<file path="config.mk">
export PLATFORM = sky130hd
export DESIGN_NAME = sdz_fifo
export DESIGN_NICKNAME = d
export VERILOG_FILES = /design/src/design/sdz_fifo.sv
export SDC_FILE = /design/constraint.sdc
export NUM_CORES = 1
export LEC_CHECK = 0
export BUFFER_PORTS_ARGS = -buffer_cell sky130_fd_sc_hd__buf_2
export CAP_MARGIN = 10
export CORE_UTILIZATION = 50
export CTS_CLUSTER_DIAMETER = 100
export CTS_CLUSTER_SIZE = 12
export DETAILED_ROUTE_END_ITERATION = 10
export PLACE_DENSITY = 0.72
export SYNTH_ARGS = -nofsm -noshare
export SYNTH_HDL_FRONTEND = slang
export SYNTH_SLANG_ARGS = --single-unit
export TNS_END_PERCENT = 100
</file>
<file path="constraint.sdc">
create_clock -name clk -period 2 [get_ports clk]
set_clock_uncertainty 0.1 [all_clocks]
set_input_delay 0.2 -clock clk [delete_from_list [all_inputs] [get_ports clk]]
set_output_delay 0.2 -clock clk [all_outputs]
set_load 0.005 [all_outputs]
</file>
<file path="src/design/sdz_fifo.sv">
module sdz_fifo #(
  parameter int W = 8
) (
  input  logic         clk,
  input  logic         rst_n,
  input  logic         push,
  input  logic [W-1:0] din,
  input  logic         pop,
  output logic [W-1:0] dout,
  output logic         full,
  output logic         empty
);

  localparam int DEPTH = 4;
  localparam int PTR   = $clog2(DEPTH);

  logic [W-1:0] mem_r [DEPTH];
  logic [PTR-1:0] wr_r, rd_r;
  logic [PTR:0]   cnt_r;

  assign full  = (cnt_r == (PTR+1)'(DEPTH));
  assign empty = (cnt_r == '0);
  assign dout  = mem_r[rd_r];

  // Store requests
  always_ff @(posedge clk) begin
    if (push) begin
      mem_r[wr_r] <= din;
    end
  end

  // Advance pointers and fill level
  always_ff @(posedge clk) begin
    if (!rst_n) begin
      wr_r  <= '0;
      rd_r  <= '0;
      cnt_r <= '0;
    end else begin
      if (push) begin
        wr_r <= wr_r + 1'b1;
      end
      if (pop) begin
        rd_r <= rd_r + 1'b1;
      end
      case ({push, pop})
        2'b10:   cnt_r <= cnt_r + 1'b1;
        2'b01:   cnt_r <= cnt_r - 1'b1;
        default: cnt_r <= cnt_r;
      endcase
    end
  end

endmodule

</file>
==> results.yml <==
setup_path:
  worstPathCellList: "buf_4 > mux4_2 > buf_2"
  worst-r2r-setup-slack_ns: 0.29
  cp_slowest_cell: "mux4_2"
  worst_path_largest_cell_delay_ns: 0.53
  cp-end-kind: "output port"
  worstSetupPathType: "reg2out"
  path_buf_inv: 2
  crit_family: "multiplexers"
  cp-endpoint: "dout[0]"
  reg2regPathDepth: 5
  r2r-end: "cnt_r[2]"
  crit_fanout: 8
  arrival_ns: 1.55
  cp.depth: 3
  crit_required_ns: 1.70
  start_kind: "register"
  r2r_start: "cnt_r[0]"
cells_and_area:
  fin_util_pct: 62.83
  n_fill_cell: 253
  drive_above_1_share_pct: 29.84
  synthToLayoutAreaGrowth_pct: 19.30
  n_antenna_cell: 0
  fin_nets: 141
clock_tree:
  cts_tree: "done"
  clock-root-buffer: "clkbuf_4"
  post_cts_buffers: 0
  clk_pin_slew_ns: 0.13
  clockBufferDepth: 2
  clk_latency_ns: 0.35
  cts-buffers-inserted: 5
  cts.sinks: 41
  htreeDepth: 2
sta:
  final_hold_viol_count: 0
  slew_headroom_pct: 70.51
  setup_viol: 0
  min_period_ns: 1.853
  report.final.slew_viol_count: 0
  rsz0062_at_grt: "false"
  worst_pin_slew_ns: 0.4417
  min_period_over_period_pct: 92.64
  worst_hold_slack_ns: 0.02831
  setup_tns_ns: 0
  fmax_mhz: 539.7
drt:
  avgViaCountPerCell: 4.863
  dr.pass1.iters: 4
  drt_iter0_drc: 28
  drc: 0
  routedWlPerCell_um: 14.79
  vias: 817
  antenna_left: 0
  wl_mm: 2.485
synthesis:
  synth_top_area_share_pct: 59.77
  synth-compound-area-share_pct: 1.089
  yosysWarningCount: 0
  yosys_register_bits: 41
  synth_mux_area_share_pct: 11.83
  synth_most_common_cell: "edfxtp_1"
  synthesis.nets: 106
  yosys.area.top_type: "edfxtp_1"
  synth_top_family_by_area: "multiplexers"
  synth_xor_area_share_pct: 2.724
  yosysSeqAreaShare_pct: 70.97
  yosys.cell_types.count: 19
  syn_inst: 88
  netlist_area_sq_um: 1608
  postSynth.asyncResetShare_pct: 0
  ys_top_cells_by_area: "edfxtp_1, dfxtp_1, mux4_2"
  avgSynthCellArea_sq_um: 18.27
  synth_common_cells: "edfxtp_1, and2_1, dfxtp_1"
  yosys.area_share.simple_pct: 5.837
  synth_edf_count: 32
  synth-adder-area-share_pct: 5.136
  synth_ff_type: "edfxtp_1"
global_routing:
  grt_max_degree: 14
  grt_pass1_wl_mm: 3.822
  grt_remaining_overflow: 0
  grt_pass1_vias: 798
  antenna_found_initial: 0
  grtUsageTotal_pct: 16.93
floorplanning:
  ios: 22
  start_util_pct: 52.66
  core_area_sq_um: 3053
  row_count: 20
  dieArea_sq_um: 3446
  die_h_um: 58.71
  die_width_um: 58.71
power:
  power_density_nw_per_um2: 900.9
  irDropWorstVdd_mv: 0.4731
  p_leak_uw: 0.0007011
flow_run:
  drv_cap: 0
min_path:
  hold_class: "in2reg"
run_status:
  run_status: "finished, final reports clean"
placement:
  io_buffers: 21
  dp_hpwl_mm: 1.623
  place_congestion: 0.6180
-- repair_timing --
| action | CTS | global route |
|---|---|---|
| endpoints found under the hold margin | 32 | 0 |
| endpoints found under the setup margin | 0 | 0 |
| resized for setup | 0 | 0 |
| hold buffers | 8 | 0 |
-- per-layer routing --
metal / vias to the layer above / track usage (%) / share of wire [%]
li1: 400 / - / -
met1: 390 / 19.48 / 45
met2: 20 / 27.75 / 48
met3: 7 / 6.593 / 4.3
met4: 0 / 8.503 / 3.0
met5: - / 0 / 0
-- through the flow --
stage | cell area (sq um) | power (uW) | instances | worst slack (ns)
final | 1918 | 1728 | 168 | 0.1472
after global routing | 1918 | 1799 | 168 | 0.07257
after CTS | 1918 | 1737 | 168 | 0.1158
after detailed placement | 1759 | 1217 | 152 | 0.1985
after global placement | 1759 | 1202 | 152 | 0.2604
after floorplan | 1608 | 1135 | 88 | 0.4381
-- worst min-delay path by stage --
stage | from | cells past startpoint | endpoint
after floorplan | din[0] | 0 | mem_r[0][0]
after global placement | din[5] | 1 | mem_r[0][5]
after detailed placement | din[5] | 1 | mem_r[0][5]
after CTS | rst_n | 2 | cnt_r[0]
after global routing | rst_n | 2 | cnt_r[0]
final | rst_n | 2 | cnt_r[0]
-- cells by family after synthesis --
group | after synthesis
AO/OA/AOI/OAI | 3
XOR/XNOR | 5
adder cells (fa/ha/maj) | 6
buffers and inverters | 8
flip-flops | 41
multiplexers | 9
AND/OR/NAND/NOR | 16
-- flip-flops by register name, summed over array words and instances, names as in the netlist, named ones only --
register,count
cnt_r,3
wr_r,2
mem_r,32
rd_r,2
-- placed cells by master, fill, tap and decap left out --
cell type / Yosys / final
xor2_1: 3 / 3
xnor2_1: 2 / 2
dfxtp_1: 9 / 9
fa_1: 1 / 1
clkbuf_4: 0 / 5
o21ai_0: 2 / 2
nand2_1: 2 / 2
inv_1: 6 / 6
ha_1: 5 / 5
edfxtp_1: 32 / 32
nor3_1: 1 / 1
dlygate4sd3_1: 0 / 8
clkinv_1: 0 / 1
buf_2: 0 / 21
and3_1: 1 / 1
mux2i_1: 1 / 1
or3_1: 1 / 1
mux4_2: 8 / 8
and2_1: 10 / 10
a21boi_1: 1 / 1
nor2b_1: 1 / 1
bufinv_16: 0 / 1
buf_4: 0 / 1
clkinvlp_4: 0 / 1
-- cell type report --
cell class	instances	area, sq um	share of cell area, %
inverter	6	22.52	1.174
clock buffer	5	37.54	1.957
tap	44	55.05	2.870
timing repair buffer	30	192.7	10.05
sequential	41	1141	59.49
multi-input combinational	39	427.9	22.31
clock inverter	3	41.29	2.153
-- power by group --
group | switching (uW) | internal [uW]
registers | 26.2 | 970
logic | 94.6 | 114
clock network | 265 | 259
total | 386 | 1340
No activity file was read; power rests on OpenSTA's default activity.
