File: config.mk
export PLATFORM = sky130hd
export DESIGN_NAME = sdz_front
export DESIGN_NICKNAME = d
export VERILOG_FILES = /design/src/design/sdz_pkg.sv /design/src/design/sdz_front.sv
export SDC_FILE = /design/constraint.sdc
export NUM_CORES = 1
export LEC_CHECK = 0
export BUFFER_PORTS_ARGS = -buffer_cell sky130_fd_sc_hd__buf_2
export CAP_MARGIN = 30
export CORE_AREA = 2 2 70 72
export DETAILED_ROUTE_END_ITERATION = 10
export DIE_AREA = 0 0 72 74
export PLACE_DENSITY = 0.78
export SLEW_MARGIN = 20
export SYNTH_ARGS = -nofsm -noshare
export SYNTH_HDL_FRONTEND = slang
export SYNTH_SLANG_ARGS = --single-unit
export TNS_END_PERCENT = 30
File: constraint.sdc
create_clock -name vclk -period 7.2
set_clock_uncertainty 0.15 [all_clocks]
set_input_delay 1.44 -clock vclk [all_inputs]
set_output_delay 1.44 -clock vclk [all_outputs]
set_load 0.01 [all_outputs]
File: src/design/sdz_pkg.sv
package sdz_pkg;

  // Default sample width and fixed-point layout (Q2.14)
  localparam int SAMPLE_BITS_DEF = 16;
  localparam int FRAC_BITS       = 14;
  localparam int THR_BITS        = 15;
  localparam logic [THR_BITS-1:0] ONE_Q14 = 15'd16384;

  // Configuration port
  localparam int CFG_IDX_BITS  = 2;
  localparam int CFG_DATA_BITS = THR_BITS;
  localparam logic [THR_BITS-1:0] LOWER_RST = 15'd3277;
  localparam logic [THR_BITS-1:0] UPPER_RST = 15'd16384;

  typedef enum logic [CFG_IDX_BITS-1:0] {
    CFG_PLAYER = 2'd0,
    CFG_RADIAL = 2'd1,
    CFG_LOWER  = 2'd2,
    CFG_UPPER  = 2'd3
  } cfg_idx_t;

  typedef enum logic [1:0] {
    KIND_BOOL = 2'd0,
    KIND_1D   = 2'd1,
    KIND_2D   = 2'd2,
    KIND_3D   = 2'd3
  } kind_t;

  // Work class decided at the front
  typedef enum logic [2:0] {
    OP_PASS  = 3'd0,
    OP_AXIAL = 3'd1,
    OP_RAD1  = 3'd2,
    OP_RAD2  = 3'd3,
    OP_RAD3  = 3'd4
  } op_t;

  typedef struct packed {
    logic                player_attached;
    logic                radial_mode;
    logic [THR_BITS-1:0] lower;
    logic [THR_BITS-1:0] upper;
  } cfg_t;

endpackage

File: src/design/sdz_front.sv
module sdz_front #(
  parameter int SAMPLE_BITS = sdz_pkg::SAMPLE_BITS_DEF
) (
  input  sdz_pkg::cfg_t                 cfg,
  input  logic [1:0]                    kind,
  input  logic signed [SAMPLE_BITS-1:0] x,
  input  logic signed [SAMPLE_BITS-1:0] y,
  input  logic signed [SAMPLE_BITS-1:0] z,
  output sdz_pkg::op_t                  op,
  output logic signed [SAMPLE_BITS-1:0] xo,
  output logic signed [SAMPLE_BITS-1:0] yo,
  output logic signed [SAMPLE_BITS-1:0] zo,
  output logic [SAMPLE_BITS-1:0]        ax,
  output logic [SAMPLE_BITS-1:0]        ay,
  output logic [SAMPLE_BITS-1:0]        az
);

  // Classify the request
  always_comb begin
    op = sdz_pkg::OP_PASS;
    if (sdz_pkg::kind_t'(kind) != sdz_pkg::KIND_BOOL && cfg.player_attached) begin
      if (!cfg.radial_mode) begin
        op = sdz_pkg::OP_AXIAL;
      end else begin
        case (sdz_pkg::kind_t'(kind))
          sdz_pkg::KIND_1D: op = sdz_pkg::OP_RAD1;
          sdz_pkg::KIND_2D: op = sdz_pkg::OP_RAD2;
          sdz_pkg::KIND_3D: op = sdz_pkg::OP_RAD3;
          default:          op = sdz_pkg::OP_PASS;
        endcase
      end
    end
  end

  // Clear Z for a planar radial request
  assign xo = x;
  assign yo = y;
  assign zo = (op == sdz_pkg::OP_RAD2) ? '0 : z;

  // Take magnitudes; the most negative code maps to its true size unsigned
  assign ax = xo[SAMPLE_BITS-1] ? SAMPLE_BITS'(-xo) : SAMPLE_BITS'(xo);
  assign ay = yo[SAMPLE_BITS-1] ? SAMPLE_BITS'(-yo) : SAMPLE_BITS'(yo);
  assign az = zo[SAMPLE_BITS-1] ? SAMPLE_BITS'(-zo) : SAMPLE_BITS'(zo);

endmodule

==> key figures <==
Outcome
  – Outcome: completed

Route
  – Drt pass-1 iters: 4
  – DR WL/cell: 11.5 um
  – Drt total wl: 4.35 mm
  – Vias per inst: 4.79
  – # DRC: 0
  – Initial detailed-routing violation count: 50
  – Final ANT Viol Nets: 0
  – Vias: 1804

Logic synthesis
  – Area share of the leading cell type in the synthesized netlist: 0.179
  – Mapped cell area: 1470 sq um
  – Post-synthesis cell count: 215
  – Area leader, netlist: buf_4
  – Syn Area/Cell: 6.84 sq um
  – Synth Net Count: 303
  – Sequential area share after synthesis: 0
  – Largest cells by area after synthesis: buf_4 18%, xnor2_1 16%, o31ai_1 6.1%
  – Total number of yosys warnings: 0
  – Unique masters post-synth: 34

Timing
  – Final setup viols: 0
  – Max-slew headroom: 0.615
  – Fin. max-slew vios: 0
  – Max Freq: 0.181 GHz
  – Tightest Pin Transition: 576 ps
  – RSZ-0062 raised after global routing: false
  – Final worst-path cycle share: 0.769
  – Final Hold Vio Count: 0
  – TNS Setup: 0 ps
  – Worst hold slack: 2950 ps
  – Minimum clock period: 5540 ps

Final layout
  – Finished Cell Area: 2000 sq um
  – Fill cell total of the finished layout: 504
  – Clock buffer count: 0
  – Share of cells above drive strength 1: 0.502
  – Most frequent cells in the layout: 151 x buf_2, 27 x xnor2_1, 19 x nor2_1
  – Util after Layout: 0.434
  – Commonest non-fill, non-tap cell in the layout: buf_2
  – Final nets: 413
  – Sequential cell area: 0 sq um
  – Number of sequential storage elements: 0
  – P&R area growth vs syn: 35.6%
  – Diode count: 0

Setup path
  – WP data arrival: 3950 ps
  – Critical path class: in2out
  – Crit-path max FO: 17
  – Worst endpoint required time: 5610 ps
  – Endpoint type of the worst setup path: output port
  – Critical Path Source Type: input pin
  – Critical Path Start: kind[0]

GRT
  – Total global routing overflow: 0
  – Global Route Usage Sum: 0.144
  – Vias in the first global route: 1521
  – First-pass GRT wire length: 6.59 mm
  – Initial antenna violation count: 0
  – Largest net degree at the start of global routing: 18

Flow run
  – Max cap viols: 0

Clock network
  – Hold Buf Count CTS: 0
  – Setup bufs post-CTS: 0
  – Post_cts resized: 0

Power and ir drop
  – Lkg Pwr: 1.04 nW
  – PwrDens: 70.2 nW/um^2
  – Max IR drop VDD: 0.0000217 V
  – Pwr Total: 0.000140 W

Die
  – Die H: 74 um
  – I/O Pins: 181
  – Die Width: 72 um
  – Initial Util: 0.320
  – Site row count: 25
  – Core box area: 4600 sq um
  – Die ar.: 5330 sq um

Min path
  – Hold path startpoint: y[1]
  – Hold crit path type: in2out

Place
  – Port Buffers: 151
  – Final HPWL DP: 3.68 mm
  – RePlAce Congestion: 0.780
  – DP Area: 2000 sq um
logic make-up (layout without fill, tap and decap cells):
kind of cell               count (synthesis)  in the layout  share of synthesized area
AOI/OAI and AO/OA                         32             32                      0.160
muxes                                      5              5                     0.0366
buffers and inverters                     51            159                      0.224
and+or+nand+nor                           86             86                      0.321
adders and majority gates                  6              6                     0.0510
xor gates and xnor gates                  35             35                      0.208
final timing paths:
| kind | end | cells after the start |
|---|---|---|
| worst max-delay path | az[10] | 12 |
| worst min-delay path | yo[1] | 2 |
metal layers:
layer / global-route usage / share of wire / routed length [um] / up-vias
met3: 0.00542 / 0.051 / 220 / 0
met5: 0 / 0 / 0 / -
met4: 0.00629 / 0 / 0 / 0
met1: 0.197 / 0.45 / 1950 / 813
met2: 0.266 / 0.50 / 2170 / 68
li1: - / - / - / 923
power breakdown:
part,internal [W],switching [W]
Clock,0,0
Combinational,0.0000635,0.0000765
Sequential,0,0
worst max-delay path, cell delays in order:
cell and delay, ps:
buf_2 90, inv_1 50, ha_1 220, and4b_1 290, nand3b_1 420, nand2_1 240, ha_1 190, nand2b_1 150
o41ai_1 440, xor2_1 190, nor2_1 50, buf_2 160
synthesized netlist by cell type, drive strengths merged:
library cell,n
buf,37
xnor2,27
nor2,19
nand2,18
and2,14
o31ai,12
o21ai,10
inv,8
xor2,8
o41ai,7
clkbuf,6
ha,6
or3,6
nor3,5
or4,5
nand2b,4
mux2,3
nor4,3
or2,3
and4b,2
mux2i,2
nand3b,2
nor2b,2
a21bo,1
and3,1
and3b,1
nor3b,1
o211ai,1
o311ai,1
area by class of cell:
type	instances	area, sq um	share of cell area
timing repair buffer	151	756	0.379
multi-input combinational	164	1140	0.572
tap	54	67.6	0.0339
inverter	8	30.0	0.0150
per-stage QoR:
stage / worst slack (ps) / cells
2_1_floorplan: 2210 / 215
3_3_place_gp: 1690 / 377
6_report: 1660 / 377
4_1_cts: 1650 / 377
3_5_place_dp: 1660 / 377
5_1_grt: 1330 / 377
Power figures use the tool's default switching activity.
